File: src/rtl/iptfs_ipd_pkg.sv
`timescale 1ns / 1ps
`default_nettype none
// ----------------------------------------------------------------------------
// IP-TFS inner packet delineator - shared types and constants
// Payload and result words, header and inner block codes, queue sizing.
// ----------------------------------------------------------------------------
package iptfs_ipd_pkg;

	localparam int BASIC_HEADER_BYTES = 4;
	localparam int CC_HEADER_BYTES    = 24;
	localparam int POSITION_BITS      = 16;

	localparam logic [POSITION_BITS-1:0] POS_MAX = '1;

	localparam logic [7:0] SUBTYPE_CC = 8'h01;
	localparam logic [3:0] TYPE_V4    = 4'h4;   // 0x40 >> 4
	localparam logic [3:0] TYPE_V6    = 4'h6;   // 0x60 >> 4
	localparam logic [2:0] LEN_BYTES  = 3'd2;
	localparam logic [5:0] V6_FIXED   = 6'd40;

	// result queue: power of two deep
	localparam int QDEPTH = 4;
	localparam int QPTR_W = $clog2(QDEPTH);

	typedef struct packed {
		logic [7:0] payload_byte;
		logic       end_of_packet;
		logic       header_marked_bad;
	} payload_word_t;

	typedef struct packed {
		logic                     record_kind;
		logic [3:0]               block_type;
		logic [POSITION_BITS-1:0] block_start;
		logic [POSITION_BITS-1:0] block_length;
		logic [POSITION_BITS-1:0] block_count;
		logic [POSITION_BITS-1:0] packet_length;
		logic [7:0]               header_subtype;
		logic                     bad_header_seen;
		logic                     bad_decode_seen;
		logic                     straddle_seen;
		logic                     last_of_run;
	} result_word_t;

	typedef struct packed {
		logic rec;   // block record produced
		logic sum;   // packet summary produced
	} push_t;

endpackage
`default_nettype wire

File: src/rtl/iptfs_ipd_walk.sv
`timescale 1ns / 1ps
`default_nettype none
// ----------------------------------------------------------------------------
// IP-TFS delineator walk
// Per-byte header parse and inner block walk; forms record and summary words.
// ----------------------------------------------------------------------------
module iptfs_ipd_walk
	import iptfs_ipd_pkg::*;
(
	input  wire logic          clk,
	input  wire logic          arst_n,
	input  wire logic          step,
	input  wire payload_word_t word_s1,
	output push_t              push,
	output result_word_t       rec_word,
	output result_word_t       sum_word
);

	localparam logic [2:0] PH_HEADER = 3'd0;
	localparam logic [2:0] PH_WAIT   = 3'd1;
	localparam logic [2:0] PH_LEN_HI = 3'd2;
	localparam logic [2:0] PH_LEN_LO = 3'd3;
	localparam logic [2:0] PH_PAD    = 3'd4;
	localparam logic [2:0] PH_DONE   = 3'd5;

	localparam int PW = POSITION_BITS;

	logic [PW-1:0] pos_q,    pos_n;
	logic [PW:0]   nbs_q,    nbs_n;
	logic [7:0]    sub_q,    sub_n;
	logic [7:0]    offhi_q,  offhi_n;
	logic [3:0]    type_q,   type_n;
	logic [PW-1:0] start_q,  start_n;
	logic [7:0]    lenhi_q,  lenhi_n;
	logic [2:0]    phase_q,  phase_n;
	logic [PW-1:0] cnt_q,    cnt_n;
	logic          badh_q,   badh_n;
	logic          badd_q,   badd_n;
	logic          strad_q,  strad_n;

	logic [PW:0]   pos17;
	logic [PW:0]   start17;
	logic [5:0]    hdr_cur;
	logic [5:0]    hdr_nxt;
	logic [2:0]    lf_off;
	logic [PW:0]   raw_len;
	logic [PW-1:0] len16;
	logic [PW-1:0] total;
	logic          rec_v;
	logic [PW-1:0] rec_len;
	logic [7:0]    b;

	always_comb begin
		b       = word_s1.payload_byte;
		pos17   = {1'b0, pos_q};
		start17 = {1'b0, start_q};
		hdr_cur = (sub_q == SUBTYPE_CC) ? 6'(CC_HEADER_BYTES) : 6'(BASIC_HEADER_BYTES);
		lf_off  = (type_q == TYPE_V6) ? 3'd4 : 3'd2;
		raw_len = {1'b0, lenhi_q, b} + ((type_q == TYPE_V6) ? (PW+1)'(V6_FIXED) : '0);
		len16   = raw_len[PW] ? POS_MAX : raw_len[PW-1:0];
		total   = (pos_q == POS_MAX) ? POS_MAX : pos_q + 1'b1;

		pos_n   = pos_q;
		nbs_n   = nbs_q;
		sub_n   = sub_q;
		offhi_n = offhi_q;
		type_n  = type_q;
		start_n = start_q;
		lenhi_n = lenhi_q;
		phase_n = phase_q;
		badh_n  = badh_q;
		badd_n  = badd_q;
		strad_n = strad_q;
		rec_v   = 1'b0;
		rec_len = '0;

		case (phase_q)
			PH_HEADER: begin
				if (pos_q == '0) begin
					sub_n = b;
					if (word_s1.header_marked_bad) begin
						badh_n  = 1'b1;
						phase_n = PH_DONE;
					end
				end else if (pos_q == PW'(2)) begin
					offhi_n = b;
				end else if (pos_q == PW'(3)) begin
					nbs_n   = (PW+1)'(hdr_cur) + {1'b0, offhi_q, b};
					phase_n = PH_WAIT;
				end
			end
			PH_WAIT: begin
				if (pos17 == nbs_q) begin
					type_n  = b[7:4];
					start_n = pos_q;
					if (b[7:4] == TYPE_V4 || b[7:4] == TYPE_V6)
						phase_n = PH_LEN_HI;
					else
						phase_n = PH_PAD;
				end
			end
			PH_LEN_HI: begin
				if (pos17 == start17 + (PW+1)'(lf_off)) begin
					lenhi_n = b;
					phase_n = PH_LEN_LO;
				end
			end
			PH_LEN_LO: begin
				if (pos17 == start17 + (PW+1)'(lf_off) + 1'b1) begin
					rec_v   = 1'b1;
					rec_len = len16;
					if (len16 < PW'(lf_off + LEN_BYTES)) begin
						badd_n  = 1'b1;
						phase_n = PH_DONE;
					end else begin
						nbs_n   = start17 + {1'b0, len16};
						phase_n = PH_WAIT;
					end
				end
			end
			default: begin
			end
		endcase

		hdr_nxt = (sub_n == SUBTYPE_CC) ? 6'(CC_HEADER_BYTES) : 6'(BASIC_HEADER_BYTES);

		if (word_s1.end_of_packet) begin
			// blocks still open at the last byte close here
			if (phase_n == PH_PAD) begin
				rec_v   = 1'b1;
				rec_len = total - start_n;
			end else if (phase_n == PH_LEN_HI || phase_n == PH_LEN_LO) begin
				strad_n = 1'b1;
				rec_v   = 1'b1;
				rec_len = '0;
			end
			if (pos17 + 1'b1 < (PW+1)'(hdr_nxt))
				badh_n = 1'b1;
		end

		cnt_n = (rec_v && cnt_q != POS_MAX) ? cnt_q + 1'b1 : cnt_q;

		rec_word                = '0;
		rec_word.record_kind    = 1'b0;
		rec_word.block_type     = type_n;
		rec_word.block_start    = start_n;
		rec_word.block_length   = rec_len;
		rec_word.last_of_run    = !word_s1.end_of_packet;

		sum_word                 = '0;
		sum_word.record_kind     = 1'b1;
		sum_word.block_count     = cnt_n;
		sum_word.packet_length   = total;
		sum_word.header_subtype  = sub_n;
		sum_word.bad_header_seen = badh_n;
		sum_word.bad_decode_seen = badd_n;
		sum_word.straddle_seen   = strad_n;
		sum_word.last_of_run     = 1'b1;

		push.rec = step && rec_v;
		push.sum = step && word_s1.end_of_packet;

		if (!word_s1.end_of_packet)
			pos_n = (pos_q == POS_MAX) ? POS_MAX : pos_q + 1'b1;
	end

	always_ff @(posedge clk or negedge arst_n) begin
		if (!arst_n) begin
			pos_q   <= '0;
			nbs_q   <= '0;
			sub_q   <= '0;
			offhi_q <= '0;
			type_q  <= '0;
			start_q <= '0;
			lenhi_q <= '0;
			phase_q <= PH_HEADER;
			cnt_q   <= '0;
			badh_q  <= 1'b0;
			badd_q  <= 1'b0;
			strad_q <= 1'b0;
		end else if (step) begin
			if (word_s1.end_of_packet) begin
				// summary out, back to the start of a payload
				pos_q   <= '0;
				nbs_q   <= '0;
				sub_q   <= '0;
				offhi_q <= '0;
				type_q  <= '0;
				start_q <= '0;
				lenhi_q <= '0;
				phase_q <= PH_HEADER;
				cnt_q   <= '0;
				badh_q  <= 1'b0;
				badd_q  <= 1'b0;
				strad_q <= 1'b0;
			end else begin
				pos_q   <= pos_n;
				nbs_q   <= nbs_n;
				sub_q   <= sub_n;
				offhi_q <= offhi_n;
				type_q  <= type_n;
				start_q <= start_n;
				lenhi_q <= lenhi_n;
				phase_q <= phase_n;
				cnt_q   <= cnt_n;
				badh_q  <= badh_n;
				badd_q  <= badd_n;
				strad_q <= strad_n;
			end
		end
	end

endmodule
`default_nettype wire

File: src/rtl/iptfs_ipd_outq.sv
`timescale 1ns / 1ps
`default_nettype none
// ----------------------------------------------------------------------------
// IP-TFS delineator result queue
// Small queue taking up to two words a cycle, giving one word a cycle while result_ready is high.
// ----------------------------------------------------------------------------
module iptfs_ipd_outq
	import iptfs_ipd_pkg::*;
(
	input  wire logic         clk,
	input  wire logic         arst_n,
	input  wire push_t        push,
	input  wire result_word_t rec_word,
	input  wire result_word_t sum_word,
	output logic              room,
	output logic              result_valid,
	input  wire logic         result_ready,
	output result_word_t      result_data
);

	result_word_t      mem_q [QDEPTH];
	logic [QPTR_W-1:0] wptr_q;
	logic [QPTR_W-1:0] rptr_q;
	logic [QPTR_W:0]   cnt_q;
	logic [QPTR_W-1:0] wptr1;
	logic [1:0]        n_push;
	logic              pop;
	result_word_t      wr0;

	assign wptr1        = wptr_q + 1'b1;
	assign n_push       = {1'b0, push.rec} + {1'b0, push.sum};
	assign wr0          = push.rec ? rec_word : sum_word;
	assign result_valid = (cnt_q != '0);
	assign result_data  = mem_q[rptr_q];
	assign pop          = result_valid && result_ready;
	// two free slots guarantee a whole byte's results fit
	assign room         = (cnt_q <= (QPTR_W+1)'(QDEPTH - 2));

	always_ff @(posedge clk) begin
		if (n_push != 2'd0)
			mem_q[wptr_q] <= wr0;
		if (n_push == 2'd2)
			mem_q[wptr1] <= sum_word;
	end

	always_ff @(posedge clk or negedge arst_n) begin
		if (!arst_n) begin
			wptr_q <= '0;
			rptr_q <= '0;
			cnt_q  <= '0;
		end else begin
			wptr_q <= wptr_q + QPTR_W'(n_push);
			if (pop)
				rptr_q <= rptr_q + 1'b1;
			cnt_q <= cnt_q + (QPTR_W+1)'(n_push) - (QPTR_W+1)'(pop);
		end
	end

endmodule
`default_nettype wire

File: src/rtl/iptfs_inner_packet_delineator_core.sv
`timescale 1ns / 1ps
`default_nettype none
// ----------------------------------------------------------------------------
// IP-TFS inner packet delineator core
// Walks one IP-TFS payload a byte at a time, emits a record per inner packet
// and a summary word on the last byte.
// ----------------------------------------------------------------------------
//
//  channel  | handshake                     | word
//  ---------+-------------------------------+-------------------------------
//  payload  | payload_valid / payload_ready | payload_data (payload_word_t)
//  result   | result_valid / result_ready   | result_data  (result_word_t)
//
// One payload byte per cycle while the queue has room. A byte waits in the input
// register until the queue has room, is walked, and its results are written into a
// four-word queue that drives the result port.
// A byte leaves the input register only with two free queue slots, so a
// stalled result side backs up into payload_ready once more than two words wait.
// Reset clears the walk state and empties the queue; no clearing pass.
//
module iptfs_inner_packet_delineator_core
	import iptfs_ipd_pkg::*;
(
	input  wire logic          clk,
	input  wire logic          arst_n,
	input  wire logic          payload_valid,
	output logic               payload_ready,
	input  wire payload_word_t payload_data,
	output logic               result_valid,
	input  wire logic          result_ready,
	output result_word_t       result_data
);

	payload_word_t word_s1;   // byte waiting to be walked
	logic          valid_s1;
	logic          room;      // queue can take a full byte's results
	logic          step;      // walk the byte in the input register
	push_t         push;
	result_word_t  rec_word;
	result_word_t  sum_word;

	assign step          = valid_s1 && room;
	// input register refills in the cycle it drains
	assign payload_ready = !valid_s1 || step;

	always_ff @(posedge clk or negedge arst_n) begin
		if (!arst_n) begin
			valid_s1 <= 1'b0;
		end else if (payload_ready) begin
			valid_s1 <= payload_valid;
		end
	end

	// payload bits need no reset
	always_ff @(posedge clk) begin
		if (payload_ready && payload_valid)
			word_s1 <= payload_data;
	end

	iptfs_ipd_walk u_walk (
		.clk      (clk),
		.arst_n   (arst_n),
		.step     (step),
		.word_s1  (word_s1),
		.push     (push),
		.rec_word (rec_word),
		.sum_word (sum_word)
	);

	iptfs_ipd_outq u_outq (
		.clk          (clk),
		.arst_n       (arst_n),
		.push         (push),
		.rec_word     (rec_word),
		.sum_word     (sum_word),
		.room         (room),
		.result_valid (result_valid),
		.result_ready (result_ready),
		.result_data  (result_data)
	);

endmodule
`default_nettype wire
File: config.mk
export PLATFORM = sky130hd
export DESIGN_NAME = iptfs_inner_packet_delineator_core
export DESIGN_NICKNAME = d
export VERILOG_FILES = /design/src/rtl/iptfs_ipd_pkg.sv /design/src/rtl/iptfs_ipd_walk.sv /design/src/rtl/iptfs_ipd_outq.sv /design/src/rtl/iptfs_inner_packet_delineator_core.sv
export SDC_FILE = /design/constraint.sdc
export NUM_CORES = 1
export LEC_CHECK = 0
export BUFFER_PORTS_ARGS = -buffer_cell sky130_fd_sc_hd__buf_2
export CAP_MARGIN = 40
export CORE_UTILIZATION = 31
export CTS_CLUSTER_DIAMETER = 40
export DETAILED_ROUTE_END_ITERATION = 7
export GPL_ROUTABILITY_DRIVEN = 1
export SYNTH_ARGS = -nofsm -noshare
export SYNTH_HDL_FRONTEND = slang
export SYNTH_SLANG_ARGS = --single-unit
File: constraint.sdc
create_clock -name clk -period 9.1 [get_ports clk]
set_clock_uncertainty 0.15 [all_clocks]
set_input_delay 1.82 -clock clk [delete_from_list [all_inputs] [get_ports clk]]
set_output_delay 1.82 -clock clk [all_outputs]
set_load 0.03 [all_outputs]
==> flow_metrics.py, run 1 <==
metrics = {
    "cts": {
        "path_clk_slew_ns": 0.06,
        "insertion_delay_ns": 0.62,
        "cts.sinks": 441,
        "holdBufCountCts": 0,
        "cts_resized": 0,
        "post-cts-setup-buffers": 0,
        "cts_buffers": 72,
        "clk_path_buf_depth": 3,
        "cts.root.buffer_cell": "clkbuf_16",
        "htree_levels": 3,
        "cts_tree": "built",
    },
    "global_routing": {
        "grt_use_total_pct": 18.7,
        "antenna_found_initial": 0,
        "grt_overflow": 0,
        "grt_max_degree": 57,
        "grt_pass1_wl_um": 107000,
        "first_global_vias": 17600,
    },
    "placed_design": {
        "placedCellCount": 3114,
        "dp_slack_ns": 1.34,
        "portBuffers": 96,
        "place_congestion": 0.965,
        "dpl.hpwl_um": 47700,
        "placed_cell_area_mm2": 0.0242,
    },
    "die": {
        "chipWidth_um": 272,
        "fp.dieArea_mm2": 0.0742,
        "core_area_mm2": 0.0719,
        "rows": 98,
        "io_pins": 97,
        "initial_core_util_pct": 31.5,
        "chipHeight_um": 272,
    },
    "setup_path": {
        "path_class": "register to register",
        "cp_max_fo": 37,
        "r2r_start": "u_walk.type_q[3]$_DFFE_PN0P_",
        "critical_path_arrival_ns": 7.95,
        "r2r.worst_path.cells": 24,
        "r2r_slack_ns": 1.28,
        "crit_path_end_kind": "register",
        "crit_end": "u_outq.mem_q[2][15]$_DFFE_PP_",
        "startpoint_type": "register",
        "rr_endpoint": "u_outq.mem_q[2][15]$_DFFE_PP_",
        "startpoint": "u_walk.type_q[3]$_DFFE_PN0P_",
        "critical_path_required_ns": 9.23,
    },
    "final_layout": {
        "syn_to_final_growth_pct": 17.7,
        "diodes": 0,
        "drive_gt1_share_pct": 17.5,
        "final_cell_area_mm2": 0.0267,
        "fin_nets": 2306,
        "layout_commonest_cell": "nor2_1",
        "fin_cells": 3247,
        "final_util_pct": 37.1,
        "final_cell_mix": "249 x nor2_1, 245 x nand2_1, 182 x edfxtp_1",
    },
    "yosys": {
        "yosysWarningCount": 0,
        "syn_area_mm2": 0.0227,
        "synth_compound_area_share_pct": 13.6,
        "synth-adder-area-share_pct": 3.16,
        "avgSynthCellArea_um2": 10.5,
        "synth_xor_area_share_pct": 4.74,
        "yosys_register_bits": 441,
        "synth_cells": 2163,
        "yosysTopAreaCell": "edfxtp_1",
        "yosysSeqAreaShare_pct": 49.4,
        "synth_flop_cell": "edfxtp_1",
        "synthArstFlopShare_pct": 24.3,
        "synth_top_family_by_area": "simple AND/OR/NAND/NOR gates",
        "synth_top_area_share_pct": 24.1,
        "synth_area_leaders": "edfxtp_1 24%, dfxtp_1 13%, dfrtp_1 12%",
        "synthSimpleGateAreaFrac_pct": 15.3,
        "synth-edff-count": 182,
        "synth_mux_area_share_pct": 9.94,
        "ys_types": 84,
        "synthesis.nets": 2231,
    },
    "outcome": {
        "status": "finished, final reports clean",
    },
    "timing": {
        "slew_violations": 0,
        "finalHoldViolCount": 0,
        "worst_pin_slew_ns": 0.937,
        "setup_viol": 0,
        "max_freq_ghz": 0.128,
        "setup_slack_ns": 1.28,
        "hold-worst-slack_ns": 0.298,
        "fin_crit_sh_pct": 85.9,
        "rsz0062_at_grt": "false",
        "fin_setup_tns_ns": 0,
        "slew_headroom_pct": 37.5,
        "period_minus_slack_ns": 7.82,
    },
    "drt": {
        "drt_first_pass_iters": 5,
        "detail-route-antenna-nets": 0,
        "vias": 17500,
        "drc": 0,
        "wirelength_um": 69400,
        "initialDrtViolationCount": 1639,
        "viasPerCell": 5.39,
        "wire_per_inst_um": 21.4,
    },
    "power_and_ir_drop": {
        "power.density_mw_per_mm2": 286,
        "finalPower_mw": 7.63,
        "ir_drop_mv": 0.189,
        "leakage_nw": 10.3,
    },
    "run": {
        "cap_violations": 0,
    },
    "worst_hold_path": {
        "hold_path.class": "register to register",
    },
}
where the power goes:
part / internal [mW] / switching (mW) / total [mW]
combinational: 0.815 / 1.55 / 2.36
sequential: 2.32 / 0.231 / 2.55
clock: 1.67 / 1.05 / 2.72
final cells by class:
type / instances / area [um^2]
fill: 7066 / 45200
clock buffer: 87 / 1970
timing repair buffer: 146 / 950
multi-input combinational: 1516 / 10600
sequential: 441 / 11200
inverter: 61 / 229
clock inverter: 46 / 515
tap: 950 / 1190
sequential cells by signal (all words and copies together) (netlist names):
register	count
u_walk.badh_q	1
u_walk.type_q	4
u_walk.nbs_q	17
u_walk.pos_q	16
u_outq.cnt_q	3
u_walk.strad_q	1
valid_s1	1
u_walk.start_q	16
word_s1	10
u_outq.rptr_q	2
u_outq.mem_q	324
u_walk.lenhi_q	8
u_walk.sub_q	8
u_outq.wptr_q	2
u_walk.offhi_q	8
u_walk.cnt_q	16
u_walk.phase_q	3
u_walk.badd_q	1
worst min path at each step:
stage                                                 from                                to  cells past startpoint
after global placement    u_outq.mem_q[1][67]$_SDFFE_PP0P_  u_outq.mem_q[1][67]$_SDFFE_PP0P_                      2
after global routing      u_outq.mem_q[0][80]$_SDFFE_PP1P_  u_outq.mem_q[0][80]$_SDFFE_PP1P_                      2
after CTS                 u_outq.mem_q[0][80]$_SDFFE_PP1P_  u_outq.mem_q[0][80]$_SDFFE_PP1P_                      2
final                     u_outq.mem_q[1][78]$_SDFFE_PP0P_  u_outq.mem_q[1][78]$_SDFFE_PP0P_                      2
after floorplan           u_outq.mem_q[3][80]$_SDFFE_PP1P_  u_outq.mem_q[3][80]$_SDFFE_PP1P_                      2
after detailed placement  u_outq.mem_q[1][80]$_SDFFE_PP1P_  u_outq.mem_q[1][80]$_SDFFE_PP1P_                      2
layer usage:
metal | routed length, um | part of all wire [%] | up-vias | GRT usage [%]
met5 | 0 | 0 | - | 0
met4 | 2050 | 2.9 | 0 | 6.58
met3 | 4310 | 6.2 | 125 | 2.94
met2 | 32300 | 47 | 623 | 29.8
met1 | 30700 | 44 | 8742 | 25.8
li1 | - | - | 8007 | -
worst max-delay path, cell delays in order (launching register included):
cell and delay [ns]:
dfrtp_1 0.40, and4bb_2 0.56, inv_2 0.14, ha_1 0.27, ha_1 0.29, or3_1 0.37
o311a_1 0.14, o32ai_1 0.20, o21ai_1 0.24, nor4b_1 0.41, mux2i_1 0.28, nand2_1 0.12
nor4b_4 0.27, buf_4 0.31, nor2_2 0.20, a21oi_4 0.60, inv_2 0.37, ha_1 0.34
nor2_1 0.15, and2_1 0.15, buf_4 0.25, nor2_2 0.05, buf_4 0.27, inv_2 0.49
buf_4 0.43
synth_stat cells (6+ instances only):
cell type and instances:
nor2_1 250, nand2_1 246, edfxtp_1 182, o21ai_0 162
dfxtp_1 152, dfrtp_1 107, clkbuf_1 104, mux4_2 81
a22o_1 79, a21oi_1 72, xnor2_1 63, inv_1 59
xor2_1 52, ha_1 50, nand3_1 40, nor3_1 38
mux2i_1 35, nand2b_1 30, nand4_1 29, and3_1 24
buf_2 19, or3_1 19, o31ai_1 18, and2_1 16
nor2b_1 16, a22oi_1 14, a21o_1 12, buf_1 11
nor4_1 11, o21ai_1 11, nor2_2 10, a31oi_1 9
buf_6 9, o21a_1 9, a32o_1 8, o22ai_1 8
a211oi_1 7, o211ai_1 6
kinds of logic after synthesis:
family          count (synthesis)
buf+inv                       206
xor+xnor                      118
fa+ha+maj                      55
mux                           123
compound gates                464
simple gates                  756
flops                         441
Power figures use the tool's default switching activity.
==> run 2: changes to the inputs <==
--- a/config.mk
+++ b/config.mk
@@ -8,9 +8,11 @@
 export BUFFER_PORTS_ARGS = -buffer_cell sky130_fd_sc_hd__buf_2
 export CAP_MARGIN = 40
 export CORE_UTILIZATION = 31
+export CTS_BUF_LIST = sky130_fd_sc_hd__clkbuf_16
 export CTS_CLUSTER_DIAMETER = 40
 export DETAILED_ROUTE_END_ITERATION = 7
 export GPL_ROUTABILITY_DRIVEN = 1
+export GPL_TIMING_DRIVEN = 0
 export SYNTH_ARGS = -nofsm -noshare
 export SYNTH_HDL_FRONTEND = slang
 export SYNTH_SLANG_ARGS = --single-unit
==> run 2 against run 1 <==
Effect of this change: register-to-register slack hardly changed; global-route usage increased by 0.64 points; sequential power decreased by 4%; fmax about the same; core utilization is essentially flat; combinational power is 9.3% higher; sequential share of layout area down 0.056 points; worst setup slack got worse by 0.0038 ns; die area unchanged; power decreased by 2.8%; cell area about the same; first-iteration DRC count up 11%; critical endpoint is now u_outq.mem_q[3][6]$_DFFE_PP_; largest cell class unchanged.
==> flow_metrics.py, run 2 (synthesis gave the netlist of run 1 again) <==
metrics = {
    "outcome": {
        "status": "finished, final reports clean",
    },
    "timing": {
        "hold-worst-slack_ns": 0.298,
        "setup_viol": 0,
        "slew_headroom_pct": 37.7,
        "max_freq_ghz": 0.128,
        "rsz0062_at_grt": "false",
        "fin_setup_tns_ns": 0,
        "slew_violations": 0,
        "worst_pin_slew_ns": 0.909,
        "fin_crit_sh_pct": 85.9,
        "period_minus_slack_ns": 7.82,
        "finalHoldViolCount": 0,
    },
    "drt": {
        "wire_per_inst_um": 21.8,
        "detail-route-antenna-nets": 0,
        "vias": 18100,
        "wirelength_um": 72900,
        "viasPerCell": 5.43,
        "initialDrtViolationCount": 1820,
        "drc": 0,
        "drt_first_pass_iters": 7,
    },
    "power_and_ir_drop": {
        "ir_drop_mv": 0.174,
        "switching_share_pct": 38.2,
        "power.internal_mw": 4.59,
        "finalPower_mw": 7.42,
        "clkPwrFrac_pct": 32.2,
        "power.density_mw_per_mm2": 278,
        "comb_power_share_pct": 34.8,
        "leakage_nw": 10.2,
        "p_seq_share_pct": 33.0,
        "switching_power_mw": 2.83,
    },
    "die": {
        "rows": 98,
        "core_area_mm2": 0.0719,
        "io_pins": 97,
        "chipWidth_um": 272,
        "initial_core_util_pct": 31.5,
        "fp.dieArea_mm2": 0.0742,
        "chipHeight_um": 272,
    },
    "final_layout": {
        "fill_cells": 7080,
        "multi_input_area_mm2": 0.0106,
        "layout_commonest_cell": "nor2_1",
        "syn_to_final_growth_pct": 17.8,
        "drive_gt1_share_pct": 15.7,
        "largest-register": "u_outq.mem_q",
        "fin_nets": 2410,
        "seq_area_mm2": 0.0112,
        "final_util_pct": 37.1,
        "largest_reg_flops": 324,
        "final_cell_mix": "250 x nor2_1, 246 x nand2_1, 182 x edfxtp_1",
        "reg_top3": "u_outq.mem_q x324, u_walk.nbs_q x17",
    },
    "global_routing": {
        "grt_pass1_wl_um": 110000,
        "grt_overflow": 0,
        "first_global_vias": 17800,
        "grt_max_degree": 70,
        "grt_use_total_pct": 19.4,
        "antenna_found_initial": 0,
    },
    "placed_design": {
        "dpl.hpwl_um": 53700,
        "place_congestion": 0.933,
        "portBuffers": 96,
    },
    "cts": {
        "cts_tree": "built",
        "insertion_delay_ns": 0.65,
        "holdBufCountCts": 0,
        "post-cts-setup-buffers": 0,
        "cts_resized": 0,
        "cts_buffers": 61,
        "cts.root.buffer_cell": "clkbuf_16",
        "path_clk_slew_ns": 0.06,
        "cts.sinks": 441,
        "clk_path_buf_depth": 3,
        "htree_levels": 2,
    },
    "worst_hold_path": {
        "hold_path.class": "register to register",
        "min_from": "u_outq.mem_q[3][80]$_SDFFE_PP1P_",
    },
    "setup_path": {
        "critical_path_arrival_ns": 8.16,
        "critical_path_required_ns": 9.44,
        "crit_path_end_kind": "register",
        "slowest_delay_ns": 0.61,
        "crit_family": "simple AND/OR/NAND/NOR gates",
        "worst_path_most_repeated_cell": "inv_2",
        "critPathBufInv": 8,
        "cp_max_fo": 23,
        "startpoint_type": "register",
        "startpoint": "u_walk.type_q[3]$_DFFE_PN0P_",
        "r2r_start": "u_walk.type_q[3]$_DFFE_PN0P_",
        "path_class": "register to register",
        "slowest_stage": "inv_2",
    },
    "run": {
        "cap_violations": 0,
    },
}
-- run 2: per-layer routing --
metal	part of all wire [%]	GRT usage, %	routed length (um)	vias to the layer above
li1	-	-	-	8221
met1	43	26.6	31300	9028
met2	47	31.1	34200	773
met3	7.5	3.38	5440	122
met4	2.7	5.81	1940	0
met5	0	0	0	-
-- run 2: path summary, 6_finish.rpt --
kind | depth (start not counted) | slack [ns] | end
hold / removal | 2 | 0.30 | u_outq.mem_q[3][80]$_SDFFE_PP1P_
min in group asynchronous | 1 | 0.96 | u_outq.rptr_q[0]$_DFFE_PN0P_
hold reg to reg | 2 | 0.30 | u_outq.mem_q[3][80]$_SDFFE_PP1P_
max in group asynchronous | 2 | 7.12 | u_walk.pos_q[13]$_DFFE_PN0P_
setup / recovery | 26 | 1.28 | u_outq.mem_q[3][6]$_DFFE_PP_
setup reg to reg | 26 | 1.28 | u_outq.mem_q[3][6]$_DFFE_PP_
-- run 2: worst reg2reg max path: stages (launching register included) --
cell      delay, ns
dfrtp_1        0.40
and4bb_2       0.46
inv_2          0.16
ha_1           0.28
and2_1         0.18
clkbuf_1       0.16
o21ai_1        0.42
buf_2          0.34
a31oi_1        0.15
o22a_1         0.24
nor4b_1        0.45
mux2i_1        0.28
nand2_1        0.11
nor4b_4        0.58
nor2_2         0.19
a21oi_4        0.37
inv_2          0.20
buf_6          0.20
ha_1           0.22
nor2b_1        0.25
o21bai_1       0.17
nand2_1        0.37
inv_2          0.61
buf_12         0.28
o21ai_4        0.17
buf_6          0.20
nor2_1         0.12
-- run 2: layout make-up --
| class | instances | area share (%) |
|---|---|---|
| flip-flops and latches | 441 | 41.9 |
| multi-input cells | 1516 | 39.7 |
| clock buffers | 61 | 5.72 |
| well taps | 950 | 4.45 |
| repair buffers | 116 | 2.82 |
| plain buffers | 145 | 2.41 |
| clock inverters | 53 | 2.09 |
| inverters | 61 | 0.858 |
| diodes | 1 | 0.00938 |
-- run 2: stage by stage --
stage,cell area (um^2),cells,setup WS [ns]
3_5_place_dp,24600,3229,1.30
4_1_cts,26700,3343,1.28
6_report,26700,3344,1.28
3_3_place_gp,24300,3209,0.0666
2_1_floorplan,22700,2163,2.72
5_1_grt,26700,3343,0.789
-- run 2: power groups by stage --
stage / clock network, mW / registers, mW / logic (mW)
floorplan: 0 / 2.43 / 1.74
global placement: 0 / 2.48 / 2.48
detailed placement: 0 / 2.48 / 2.58
CTS: 2.42 / 2.44 / 2.59
global route: 2.51 / 2.47 / 2.77
finish: 2.39 / 2.45 / 2.58
